===== src/rtl/lrcf_pkg.sv =====
// Types, codes and the CRC byte update for the log record framer.
package lrcf_pkg;

    localparam int ADDR_W = 13;
    localparam logic [15:0] CRC_INIT = 16'hFFFF;

    localparam logic CMD_CHAR = 1'b0;
    localparam logic CMD_SET_SLOT = 1'b1;

    localparam logic [1:0] STEP_CHAR = 2'd0;
    localparam logic [1:0] STEP_TERM = 2'd1;
    localparam logic [1:0] STEP_CRC_HI = 2'd2;
    localparam logic [1:0] STEP_CRC_LO = 2'd3;

    localparam int QUEUE_DEPTH = 4;
    localparam int QPTR_W = 2;

    typedef struct packed {
        logic       command;
        logic [7:0] value;
        logic       last_char;
    } item_t;

    typedef struct packed {
        logic [7:0]        out_byte;
        logic [ADDR_W-1:0] byte_address;
        logic              record_end;
    } rec_t;

    typedef struct packed {
        logic              has_char;
        logic [7:0]        char_byte;
        logic [ADDR_W-1:0] char_addr;
        logic              has_tail;
        logic [15:0]       crc;
        logic [ADDR_W-1:0] tail_addr;
    } job_t;

    function automatic logic [15:0] crc_byte(input logic [15:0] crc, input logic [7:0] b);
        logic [7:0] x;
        x = crc[15:8] ^ b;
        x = x ^ (x >> 4);
        return (crc << 8) ^ ({8'h00, x} << 12) ^ ({8'h00, x} << 5) ^ {8'h00, x};
    endfunction

endpackage


===== src/rtl/lrcf_front.sv =====
// Front end: accepts items, keeps CRC, count and slot state, forms record jobs.
module lrcf_front #(
    parameter int RECORD_BYTES = 64,
    parameter int SLOT_COUNT = 128,
    parameter int MAX_TEXT = 59
) (
    input  logic           clk,
    input  logic           rst_n,
    input  logic           take,
    input  lrcf_pkg::item_t item,
    output logic           push,
    output lrcf_pkg::job_t job
);
    import lrcf_pkg::*;

    localparam int SLOT_W = $clog2(SLOT_COUNT);
    localparam int CNT_W = $clog2(MAX_TEXT + 1);

    logic [15:0]       crc_reg, crc_next;
    logic [CNT_W-1:0]  count_reg, count_next;
    logic [SLOT_W-1:0] slot_reg, slot_next;

    logic              keep;
    logic [15:0]       crc_kept;
    logic [CNT_W-1:0]  count_kept;
    logic [31:0]       base;

    always_comb
    begin
        keep = (count_reg < CNT_W'(MAX_TEXT));
        crc_kept = keep ? crc_byte(crc_reg, item.value) : crc_reg;
        count_kept = keep ? count_reg + CNT_W'(1) : count_reg;
        base = 32'(slot_reg) * 32'(RECORD_BYTES);

        job.has_char = keep;
        job.char_byte = item.value;
        job.char_addr = ADDR_W'(base + 32'(count_reg));
        job.has_tail = item.last_char;
        job.crc = crc_byte(crc_kept, 8'h00);
        job.tail_addr = ADDR_W'(base + 32'(count_kept));

        push = take && (item.command == CMD_CHAR) && (keep || item.last_char);

        crc_next = crc_reg;
        count_next = count_reg;
        slot_next = slot_reg;
        if (take)
        begin
            unique case (item.command)
                CMD_SET_SLOT:
                begin
                    slot_next = (32'(item.value) < 32'(SLOT_COUNT)) ? SLOT_W'(item.value)
                                                                    : '0;
                end
                CMD_CHAR:
                begin
                    if (item.last_char)
                    begin
                        crc_next = CRC_INIT;
                        count_next = '0;
                        slot_next = (slot_reg == SLOT_W'(SLOT_COUNT - 1)) ? '0
                                                                          : slot_reg + SLOT_W'(1);
                    end
                    else
                    begin
                        crc_next = crc_kept;
                        count_next = count_kept;
                    end
                end
            endcase
        end
    end

    always_ff @(posedge clk or negedge rst_n)
    begin
        if (!rst_n)
        begin
            crc_reg <= CRC_INIT;
            count_reg <= '0;
            slot_reg <= '0;
        end
        else
        begin
            crc_reg <= crc_next;
            count_reg <= count_next;
            slot_reg <= slot_next;
        end
    end

endmodule


===== src/rtl/lrcf_queue.sv =====
// Short job queue between the front end and the byte emitter.
module lrcf_queue (
    input  logic           clk,
    input  logic           rst_n,
    input  logic           push,
    input  lrcf_pkg::job_t job_in,
    input  logic           pop,
    output lrcf_pkg::job_t job_out,
    output logic           not_empty,
    output logic           full
);
    import lrcf_pkg::*;

    job_t              entry_reg [QUEUE_DEPTH];
    logic [QPTR_W-1:0] wr_ptr_reg, wr_ptr_next;
    logic [QPTR_W-1:0] rd_ptr_reg, rd_ptr_next;
    logic [QPTR_W:0]   count_reg, count_next;

    always_comb
    begin
        job_out = entry_reg[rd_ptr_reg];
        not_empty = (count_reg != '0);
        full = (count_reg == (QPTR_W + 1)'(QUEUE_DEPTH));
        wr_ptr_next = push ? wr_ptr_reg + QPTR_W'(1) : wr_ptr_reg;
        rd_ptr_next = pop ? rd_ptr_reg + QPTR_W'(1) : rd_ptr_reg;
        count_next = count_reg + (QPTR_W + 1)'(push) - (QPTR_W + 1)'(pop);
    end

    always_ff @(posedge clk)
    begin
        if (push)
        begin
            entry_reg[wr_ptr_reg] <= job_in;
        end
    end

    always_ff @(posedge clk or negedge rst_n)
    begin
        if (!rst_n)
        begin
            wr_ptr_reg <= '0;
            rd_ptr_reg <= '0;
            count_reg <= '0;
        end
        else
        begin
            wr_ptr_reg <= wr_ptr_next;
            rd_ptr_reg <= rd_ptr_next;
            count_reg <= count_next;
        end
    end

endmodule


===== src/rtl/lrcf_back.sv =====
// Back end: expands each job into record bytes behind an output register.
module lrcf_back (
    input  logic           clk,
    input  logic           rst_n,
    input  logic           has_job,
    input  lrcf_pkg::job_t job,
    output logic           pop,
    output logic           rec_valid,
    input  logic           rec_stall,
    output lrcf_pkg::rec_t rec_data
);
    import lrcf_pkg::*;

    logic [1:0] pos_reg, pos_next;
    logic       valid_reg, valid_next;
    rec_t       data_reg, data_next;
    logic [1:0] step;
    logic       last_step;
    logic       load;

    always_comb
    begin
        step = ((pos_reg == STEP_CHAR) && !job.has_char) ? STEP_TERM : pos_reg;
        last_step = ((step == STEP_CHAR) && !job.has_tail) || (step == STEP_CRC_LO);
        load = has_job && (!valid_reg || !rec_stall);
        pop = load && last_step;

        unique case (step)
            STEP_CHAR:
            begin
                data_next.out_byte = job.char_byte;
                data_next.byte_address = job.char_addr;
                data_next.record_end = 1'b0;
            end
            STEP_TERM:
            begin
                data_next.out_byte = 8'h00;
                data_next.byte_address = job.tail_addr;
                data_next.record_end = 1'b0;
            end
            STEP_CRC_HI:
            begin
                data_next.out_byte = job.crc[15:8];
                data_next.byte_address = job.tail_addr + ADDR_W'(1);
                data_next.record_end = 1'b0;
            end
            STEP_CRC_LO:
            begin
                data_next.out_byte = job.crc[7:0];
                data_next.byte_address = job.tail_addr + ADDR_W'(2);
                data_next.record_end = 1'b1;
            end
        endcase

        if (load)
        begin
            valid_next = 1'b1;
            pos_next = last_step ? STEP_CHAR : step + 2'd1;
        end
        else
        begin
            valid_next = valid_reg && rec_stall;
            pos_next = pos_reg;
        end
    end

    always_ff @(posedge clk)
    begin
        if (load)
        begin
            data_reg <= data_next;
        end
    end

    always_ff @(posedge clk or negedge rst_n)
    begin
        if (!rst_n)
        begin
            valid_reg <= 1'b0;
            pos_reg <= STEP_CHAR;
        end
        else
        begin
            valid_reg <= valid_next;
            pos_reg <= pos_next;
        end
    end

    assign rec_valid = valid_reg;
    assign rec_data = data_reg;

endmodule


===== src/rtl/log_record_crc_framer.sv =====
// Top level of the log record framer with CRC-16/CCITT-FALSE.
//
//   channel | signals                          | direction
//   item    | item_valid, item_stall, item_data | into the block
//   rec     | rec_valid, rec_stall, rec_data    | out of the block
//
// A four-entry job queue sits between front and back. The output register moves one
// record byte per cycle while a job is queued and rec_stall is low: a closing item gives
// 3 or 4 bytes, a plain character 1, a set-slot command or dropped character 0.
// item_stall rises only while the job queue is full.
// Reset clears CRC to 0xFFFF, count and slot to zero, and empties the queue.
module log_record_crc_framer #(
    parameter int RECORD_BYTES = 64,
    parameter int SLOT_COUNT = 128,
    parameter int MAX_TEXT = 59
) (
    input  logic            clk,
    input  logic            rst_n,
    input  logic            item_valid,
    output logic            item_stall,
    input  lrcf_pkg::item_t item_data,
    output logic            rec_valid,
    input  logic            rec_stall,
    output lrcf_pkg::rec_t  rec_data
);
    import lrcf_pkg::*;

    logic take;
    logic push;
    logic pop;
    logic not_empty;
    logic full;
    job_t job_new;
    job_t job_head;

    assign item_stall = full;
    assign take = item_valid && !full;

    lrcf_front #(
        .RECORD_BYTES(RECORD_BYTES),
        .SLOT_COUNT(SLOT_COUNT),
        .MAX_TEXT(MAX_TEXT)
    ) u_front (
        .clk(clk),
        .rst_n(rst_n),
        .take(take),
        .item(item_data),
        .push(push),
        .job(job_new)
    );

    lrcf_queue u_queue (
        .clk(clk),
        .rst_n(rst_n),
        .push(push),
        .job_in(job_new),
        .pop(pop),
        .job_out(job_head),
        .not_empty(not_empty),
        .full(full)
    );

    lrcf_back u_back (
        .clk(clk),
        .rst_n(rst_n),
        .has_job(not_empty),
        .job(job_head),
        .pop(pop),
        .rec_valid(rec_valid),
        .rec_stall(rec_stall),
        .rec_data(rec_data)
    );

endmodule


===== config.mk =====
export PLATFORM = sky130hd
export DESIGN_NAME = log_record_crc_framer
export DESIGN_NICKNAME = d
export VERILOG_FILES = /design/src/rtl/lrcf_pkg.sv /design/src/rtl/lrcf_front.sv /design/src/rtl/lrcf_queue.sv /design/src/rtl/lrcf_back.sv /design/src/rtl/log_record_crc_framer.sv
export SDC_FILE = /design/constraint.sdc
export NUM_CORES = 1
export LEC_CHECK = 0
export ABC_AREA = 1
export BUFFER_PORTS_ARGS = -buffer_cell sky130_fd_sc_hd__buf_2
export CORE_ASPECT_RATIO = 1.1
export CORE_MARGIN = 4
export CORE_UTILIZATION = 59
export DETAILED_ROUTE_END_ITERATION = 8
export MAX_ROUTING_LAYER = met4
export PLACE_DENSITY = 0.84
export SYNTH_ARGS = -nofsm -noshare
export SYNTH_HDL_FRONTEND = slang
export SYNTH_SLANG_ARGS = --single-unit

===== constraint.sdc =====
create_clock -name clk -period 9 [get_ports clk]
set_input_delay 1.8 -clock clk [delete_from_list [all_inputs] [get_ports clk]]
set_output_delay 1.8 -clock clk [all_outputs]
set_load 0.03 [all_outputs]

After elaboration in Yosys (flattened, before gate mapping) --
Memories as Yosys holds them, arrays and structs flattened. Index checks and enable logic that the tools add are counted.
Storage, ports and cells: register bits after elaboration 61, bits in latches 0, memory bits (writable) 208, ROM bits 0, input bits 14, output and inout bits 24, logic and storage cells 76, memories 1
Cells by class: add/subtract/negate cells 11, $mul 0, div/mod/pow operators 0, $lt $le $gt $ge 2, equal/unequal tests 6, shifts and indexed selects 0, muxes and demuxes 14, bitwise operators 10, reductions and logical operators 21
Memories:
- u_queue.entry_reg | words 4, bits a word 52, rd ports 1, clocked after memory_dff 0, wr ports 1, RTL line lrcf_queue.sv:14 | job_t entry_reg [QUEUE_DEPTH];
Operators with widths (count):
- $pmux 22 s4 | 1
- $mux 16 | 2
- $xor 16x13->16 | 2
- $xor 16x16->16 | 2
- $xor 16x8->16 | 2
- $add 13x6->13 | 2
- $mux 7 | 3
- $xor 8x4->8 | 2
- $pmux 7 s2 | 1
- $add 13x1->13 const B | 1
- $add 13x2->13 const B | 1
- $mux 6 | 2
- $logic_and 1x1->1 | 8
- $lt 8x8->1 const B | 1
- $xor 8x8->8 | 1
- $add 7x1->7 const B | 1
- $eq 7x7->1 const B | 1
- $add 2x1->2 const B | 3
- $add 6x1->6 const B | 1
- $lt 6x6->1 const B | 1
- $logic_not 1->1 | 5
- $eq 2x2->1 const B | 2
- $logic_not 2->1 | 2
- $mux 2 | 2
- 10 further kinds | 15

Logic depth before layout (Yosys ltp) --
Gate-level depths: netlist of the first run.
depth after elaboration 10, mapped depth 16, mapped depth without buffers 15

By module --
From an unflattened synthesis of the first run, not the netlist that was laid out.
Unflattened totals: cell total of the unflattened synthesis 1453, area total of the unflattened synthesis 13266.5 µm²
Modules (own cells, without submodules):
- lrcf_queue | instances 1, cells each 861, area each 9152.5 µm²
- lrcf_front | instances 1, cells each 371, area each 2451.1 µm²
- lrcf_back | instances 1, cells each 219, area each 1652.8 µm²
- log_record_crc_framer | instances 1, cells each 2, area each 10.0 µm²

Worst setup path before layout of the first run --
Ideal clock, no wire load.
kind input to register, from in item_valid, to mem u_queue.entry_reg[0][0] (netlist name) (enable), setup time 447 ps, arrival 4370 ps, required time 8553 ps, path slack 4183 ps, stages 6, path buffers 0, cell sequence o21ai_1 > nor2_4 > inv_2 > a21oi_2 > inv_1 > nor2_1
On the way: word-level cells in the longest chain between the ends 5
RTL lines:
- start, declared | RTL line log_record_crc_framer.sv:19 | input logic item_valid,
- $logic_and 1x1->1 | RTL line log_record_crc_framer.sv:37 | assign take = item_valid && !full;
- $logic_and 1x1->1 (2 in series) | RTL line lrcf_front.sv:42 | push = take && (item.command == CMD_CHAR) && (keep || item.last_char);
- named net push | RTL line log_record_crc_framer.sv:29 | logic push;
- $mux 1 | RTL line lrcf_queue.sv:31 | if (push)
- $mux 1 (implied by the code) | RTL line lrcf_queue.sv:33 | entry_reg[wr_ptr_reg] <= job_in;
- end, declared | RTL line lrcf_queue.sv:14
The timed path passes the listed nets, and every way through them passes these cells.

Worst setup path after layout of the first run --
from in item_valid, to mem u_queue.entry_reg[1][2] (netlist name) (enable)
The elaborated chain is that of the path after synthesis.

==> results.tsv, run 1 <==
stage	metric	value	unit
synthesis	synth_edf_count	202	
synthesis	syn_area_per_cell	10.4	um^2
clock_tree	clkSinkCount	241	
global_route	track_usage	25.0	%
placed_design	port-buffer-count	37	
timing	max_freq	273	MHz
job	maxCapViolCount	0	
clock_tree	cts_tree	yes	
synthesis	synthTopCellsByArea	edfxtp_1, nand2_1, dfrtp_1	
worst_setup_path	cp_top_family	buffers and inverters	
power_and_ir_drop	power.share.clock	22.3	%
clock_tree	cts_buffers	25	
placed_design	place_hpwl	15000	um
timing	min_period	3.66	ns
power_and_ir_drop	peakVddDrop	246	uV
detailed_routing	drcViolationCount	0	
detailed_routing	dr.pass1.iters	6	
floorplanning	start_util	61.0	%
clock_tree	cts_setup_buffers	0	
clock_tree	cts_root_buffer	clkbuf_16	
power_and_ir_drop	comb_power_share	39.4	%
clock_tree	htree_levels	1	
finish	drive_gt1_share	12.6	%
finish	n_antenna_cell	0	
detailed_routing	routed_wl	24700	um
timing	clock_skew	0.0166	ns
global_route	antenna_found_initial	0	
worst_setup_path	max_stage_delay	0.56	ns
worst_setup_path	crit_arrival	3.80	ns
detailed_routing	ant_nets	0	
synthesis	synth_fp_nets	1076	
global_route	grt_max_degree	83	
global_route	grt_pass1_wl	39100	um
worst_setup_path	start_kind	primary input	
synthesis	syn-instance-count	1051	
synthesis	ys_ff_latch	241	
floorplanning	num_rows	51	
finish	largest_register_ff_count	180	
global_route	grt-busiest-layer	met2	
clock_tree	cts_resized	0	
clock_tree	cts_hold_buf	0	
power_and_ir_drop	internal-power	0.00294	W
power_and_ir_drop	p_seq_share	38.3	%
global_route	overflow	0	
timing	slew_headroom	39.3	%
synthesis	yosysMostFrequentCell	nand2_1	
timing	hold_violations	0	
timing	tightestPinTransition	0.909	ns
floorplanning	core	17900	um^2
detailed_routing	viasPerCell	5.91	
synthesis	synth_common_cells	nand2_1, edfxtp_1, nor2_1	
synthesis	yosys_most_used_dff	edfxtp_1	
synthesis	synth_top_cell_area_share	55.5	%
finish	final_cell_area	12200	um^2
worst_setup_path	crit_slowest_cell	buf_4	
global_route	grt_util_met1	31.9	%
placed_design	gp_congestion	0.920	
floorplanning	die_h	151	um
clock_tree	cts_buffer_depth	3	
worst_setup_path	worst_setup_path_end_kind	flop	
synthesis	yosysUniqueCellTypes	42	
detailed_routing	wl_per_cell	18.4	um
timing	finalCritPeriodShare	40.7	%
global_route	grt.met2_usage	42.1	%
power_and_ir_drop	p_per_area	404	nW/um^2
floorplanning	die_area	20800	um^2
detailed_routing	num_vias	7916	
clock_tree	clkLatencyLatePin	0.52	ns
detailed_routing	drt_iter0_drc	838	
floorplanning	die_width	138	um
synthesis	syn_area	10900	um^2
worst_setup_path	worstPathCellList	buf_2 -> o21ai_1 -> nor2_4 -> inv_2 -> a21oi_2 -> inv_1 -> nor2_4 -> buf_4	
synthesis	yosys.area.top_type	edfxtp_1	
finish	n_fill_cell	1242	
clock_tree	path_clk_slew	0.06	ns
synthesis	ys_warn_count	0	
timing	slew_viol_final	0	
finish	area_delta_synth_final	11.6	%
power_and_ir_drop	p_switching	0.00198	W
power_and_ir_drop	switching_share	40.3	%
placed_design	place_area	11300	um^2
worst_setup_path	cp.required	9.14	ns
worst_setup_path	worst-path-buf-inv	4	
worst_setup_path	cpMostUsedCell	nor2_4	
timing	setup_violations	0	
synthesis	async_flop_share	16.2	%
finish	nNetsFinal	1109	
run_status	outcome	finished, final reports clean	
timing	setup_tns	0	ns
hold_path	min_path_type	reg2reg	
worst_setup_path	cp_max_fo	45	
global_route	met3_usage	3.02	%
power_and_ir_drop	power.leakage	4.86	nW
global_route	grt_pass1_vias	7707	
timing	rsz0062_at_grt	no	
synthesis	synth-seq-area-share	64.6	%
worst_setup_path	worst-setup-path-type	in2reg	
floorplanning	io_pins	38	
-- layout by cell type, fill, tap and decap left out, types with 14 or more instances in the layout --
cell type	n
o21ai_0	83
nand2_1	261
o22ai_1	43
clkbuf_16	26
a21oi_1	14
inv_1	81
dfstp_2	16
inv_2	15
edfxtp_1	202
buf_2	37
dfrtp_1	22
nor2_1	90
xor2_1	17
nand3_1	84
-- worst register-to-register path, delay by kind of cell (launching register included) --
| kind | cells | cell delay [ns] |
|---|---|---|
| AO/OA/AOI/OAI | 2 | 0.39 |
| adder cells (fa/ha/maj) | 1 | 0.26 |
| buffers and inverters | 5 | 1.38 |
| flip-flops | 1 | 0.70 |
| AND/OR/NAND/NOR | 5 | 0.64 |
-- area by class of cell --
| type | instances | area, um^2 | area share (%) |
|---|---|---|---|
| timing repair buffer | 46 | 253 | 2.07 |
| tap | 238 | 298 | 2.44 |
| multi-input combinational | 673 | 3340 | 27.3 |
| inverter | 97 | 364 | 2.98 |
| sequential | 241 | 7060 | 57.9 |
| clock buffer | 31 | 679 | 5.57 |
| clock inverter | 14 | 210 | 1.72 |
-- metrics by stage --
stage | setup WS [ns] | hold slack (ns) | utilization, % | total power, W | std cells
CTS | 5.37 | 0.521 | 68.1 | 0.00491 | 1340
global placement | 4.95 | 0.508 | 63.1 | 0.00372 | 1295
finish | 5.34 | 0.518 | 68.1 | 0.00493 | 1340
detailed placement | 4.85 | 0.512 | 63.1 | 0.00380 | 1295
floorplan | 4.18 | 0.491 | - | 0.00326 | 1051
global route | 5.18 | 0.527 | 68.1 | 0.00523 | 1340
-- logic make-up after synthesis --
logic type,synth area share [%]
buffers and inverters,5.17
XOR/XNOR,2.39
flip-flops,64.6
AND/OR/NAND/NOR,17.6
adder cells (fa/ha/maj),1.33
AO/OA/AOI/OAI,8.97
-- power by group through the flow --
stage	clock, W	combinational, W	sequential (W)
floorplan	0	0.00131	0.00195
global placement	0	0.00183	0.00189
detailed placement	0	0.00190	0.00190
CTS	0.00111	0.00192	0.00188
global route	0.00116	0.00215	0.00191
finish	0.00110	0.00194	0.00189
-- per-layer routing --
| metal | vias up | wire length [um] |
|---|---|---|
| li1 | 3676 | - |
| met1 | 3798 | 9520 |
| met2 | 379 | 12400 |
| met3 | 63 | 2000 |
| met4 | 0 | 723 |
| met5 | - | 0 |
-- final timing paths --
kind / endpoint / slack, ns / from / cells after the start
max: u_queue.entry_reg[1][2] / 5.34 / item_valid / 8
min: u_front.crc_reg[10] / 0.52 / u_front.crc_reg[10] / 1
max reg2reg: u_back.rec_data[7] / 5.47 / u_queue.rd_ptr_reg[0] / 13
min reg2reg: u_front.crc_reg[10] / 0.52 / u_front.crc_reg[10] / 1
max in group asynchronous: u_queue.rd_ptr_reg[0] / 6.96 / rst_n / 1
min in group asynchronous: u_queue.count_reg[2] / 1.42 / rst_n / 1
No activity file was read; power rests on OpenSTA's default activity.
==> run 2: changes to the inputs <==
--- a/config.mk
+++ b/config.mk
@@ -5,7 +5,7 @@
 export SDC_FILE = /design/constraint.sdc
 export NUM_CORES = 1
 export LEC_CHECK = 0
-export ABC_AREA = 1
+export ABC_AREA = 0
 export BUFFER_PORTS_ARGS = -buffer_cell sky130_fd_sc_hd__buf_2
 export CORE_ASPECT_RATIO = 1.1
 export CORE_MARGIN = 4
==> constraint.sdc (replaced) <==
create_clock -name clk -period 3.7 [get_ports clk]
set_input_delay 0.74 -clock clk [delete_from_list [all_inputs] [get_ports clk]]
set_output_delay 0.74 -clock clk [all_outputs]
set_load 0.03 [all_outputs]
==> run 2 against run 1 <==
Flip-flop and latch count did not move. Critical endpoint is now u_queue.count_reg[2]. Sequential power rose to 2.6 times the previous value. Register-to-register slack got worse by 4.7 ns. Largest power group is now registers. Worst setup slack got worse by 4.5 ns. Largest cell class unchanged. Core utilization fell by 0.74 points. Highest routed layer unchanged. Clock skew fell by 0.00055 ns. Die area fell by 3.4%. Clock power rose by 130%.
==> results.tsv, run 2 <==
stage	metric	value	unit
timing	rsz0062_at_grt	no	
clock_tree	cts_resized	0	
synthesis	ys_ff_latch	241	
worst_setup_path	worst-setup-path-type	reg2reg	
clock_tree	cts_setup_buffers	0	
detailed_routing	num_vias	5812	
floorplanning	io_pins	38	
worst_setup_path	start_kind	flop	
synthesis	syn_area	10500	um^2
placed_design	pre_cts_slack	0.810	ns
synthesis	synth_common_cells	edfxtp_1, xnor2_1, a21oi_1, nand2_1, nor2_1	
floorplanning	die_area	20100	um^2
floorplanning	num_rows	51	
synthesis	synth_edf_count	202	
global_route	grt_max_degree	46	
worst_setup_path	worstPathCellList	mux4_2 -> nor4b_1 -> o21a_1 -> ha_1 -> inv_1 -> ha_1 -> fa_1 -> xnor2_1 -> xnor2_1	
synthesis	yosysMostFrequentCell	edfxtp_1	
clock_tree	cts_hold_buf	0	
finish	mostFrequentLayoutCells	edfxtp_1, xnor2_1, nand2_1	
detailed_routing	drcViolationCount	0	
finish	nNetsFinal	721	
global_route	grt_pass1_vias	5982	
floorplanning	start_util	59.9	%
worst_setup_path	cp_max_fo	13	
timing	setup_ws	0.799	ns
hold_path	min_path_type	in2async	
power_and_ir_drop	peakVddDrop	680	uV
timing	tightestPinTransition	0.932	ns
detailed_routing	dr.pass1.iters	5	
synthesis	yosys_most_used_dff	edfxtp_1	
worst_setup_path	worst_setup_path_end_kind	flop	
detailed_routing	viasPerCell	6.11	
finish	largest_register_ff_count	180	
power_and_ir_drop	power.leakage	4.15	nW
finish	final_common_cell	edfxtp_1	
job	maxCapViolCount	0	
clock_tree	cts_buffer_depth	3	
synthesis	async_flop_share	16.2	%
clock_tree	cts_buffers	24	
timing	finalCritPeriodShare	78.4	%
worst_setup_path	max_stage_delay	0.67	ns
power_and_ir_drop	fin_total_pwr	0.0120	W
timing	hold_violations	0	
clock_tree	cts_root_buffer	clkbuf_16	
synthesis	synth_fp_nets	675	
global_route	grt_pass1_wl	33100	um
timing	clock_skew	0.0160	ns
synthesis	synth_top_cell_area_share	57.5	%
clock_tree	clkSinkCount	241	
floorplanning	core	17600	um^2
worst_setup_path	crit_slowest_cell	mux4_2	
floorplanning	die_h	148	um
clock_tree	clkLatencyLatePin	0.51	ns
synthesis	synthTopCellsByArea	edfxtp_1, mux4_2, dfrtp_1	
finish	n_antenna_cell	0	
timing	setup_tns	0	ns
clock_tree	htree_levels	1	
global_route	antenna_found_initial	0	
clock_tree	cts_tree	yes	
worst_setup_path	crit_arrival	3.33	ns
floorplanning	die_width	135	um
worst_setup_path	cp.required	4.13	ns
detailed_routing	routed_wl	20800	um
synthesis	synth-seq-area-share	67.0	%
global_route	track_usage	22.0	%
run_status	outcome	finished, final reports clean	
finish	area_delta_synth_final	12.4	%
timing	setup_violations	0	
timing	fin_hold_ws	0.378	ns
placed_design	port-buffer-count	37	
detailed_routing	wl_per_cell	21.8	um
power_and_ir_drop	p_per_area	1010	nW/um^2
placed_design	place_hpwl	13000	um
detailed_routing	drt_iter0_drc	508	
synthesis	syn_area_per_cell	16.2	um^2
synthesis	yosysUniqueCellTypes	56	
synthesis	yosys.area.top_type	edfxtp_1	
timing	min_period	2.90	ns
synthesis	ys_warn_count	0	
timing	max_freq	345	MHz
finish	final_util	67.3	%
placed_design	gp_congestion	0.830	
finish	drive_gt1_share	23.1	%
global_route	overflow	0	
timing	slew_headroom	37.8	%
synthesis	syn-instance-count	650	
worst_setup_path	rrSetupSlack	0.80	ns
clock_tree	path_clk_slew	0.06	ns
detailed_routing	ant_nets	0	
timing	slew_viol_final	0	
==> run 2: cell count changes in the layout (fill, tap and decap cells not counted), sizes merged, moves of 28 or more <==
cell	change
a21oi	+28
o22ai	-41
inv	-79
nand3	-78
nor2	-61
nand2	-223
o21ai	-73
mux4	+45
xnor2	+36
==> run 2: path summary, 6_finish.rpt <==
| kind | start | end | cells past startpoint |
|---|---|---|---|
| worst max-delay path | u_queue.rd_ptr_reg[0] | u_queue.count_reg[2] | 9 |
| worst min-delay path | rst_n | u_queue.wr_ptr_reg[1] | 1 |
| worst max register to register | u_queue.rd_ptr_reg[0] | u_queue.count_reg[2] | 9 |
| worst min register to register | u_back.rec_valid | u_back.rec_valid | 2 |
| max in group asynchronous | rst_n | u_queue.rd_ptr_reg[0] | 1 |
| min in group clk | rec_stall | u_back.rec_valid | 3 |
==> run 2: cell type report <==
class | count | area, um^2
Fill cell | 1145 | 5760
Multi-Input combinational cell | 362 | 3250
Timing Repair Buffer | 52 | 348
Inverter | 15 | 56.3
Tap cell | 238 | 298
Clock inverter | 12 | 190
Sequential cell | 241 | 7060
Clock buffer | 32 | 652
==> run 2: kinds of logic (layout without fill, tap and decap cells) <==
| group | after synthesis | count (layout) | synth area share [%] |
|---|---|---|---|
| flops | 241 | 241 | 67.0 |
| simple gates | 124 | 124 | 5.36 |
| compound gates | 101 | 101 | 6.11 |
| xor+xnor | 69 | 69 | 6.73 |
| mux | 57 | 57 | 11.1 |
| buf+inv | 47 | 111 | 2.36 |
| fa+ha+maj | 11 | 11 | 1.38 |
==> run 2: metrics by stage <==
stage / cells / area, um^2
5_1_grt: 952 / 11900
3_5_place_dp: 908 / 11000
6_report: 952 / 11900
2_1_floorplan: 650 / 10500
4_1_cts: 952 / 11900
3_3_place_gp: 908 / 11000
==> run 2: critical path, delay by kind of cell, from the launching register on <==
kind            cells  cell delay, ns
xor+xnor            2            0.36
flops               1            0.41
simple gates        1            0.21
buf+inv             1            0.05
fa+ha+maj           3            0.87
mux                 1            0.67
compound gates      1            0.25
==> run 2: power breakdown <==
group / switching, W / internal [W] / total, W
sequential: 0.000418 / 0.00450 / 0.00491
combinational: 0.00269 / 0.00180 / 0.00449
clock: 0.000974 / 0.00159 / 0.00257
==> run 2: metal layers <==
layer / routed length [um] / track usage [%]
met5: 0 / -
met4: 415 / 5.80
met3: 1160 / 3.08
met2: 11300 / 39.1
met1: 7880 / 26.5
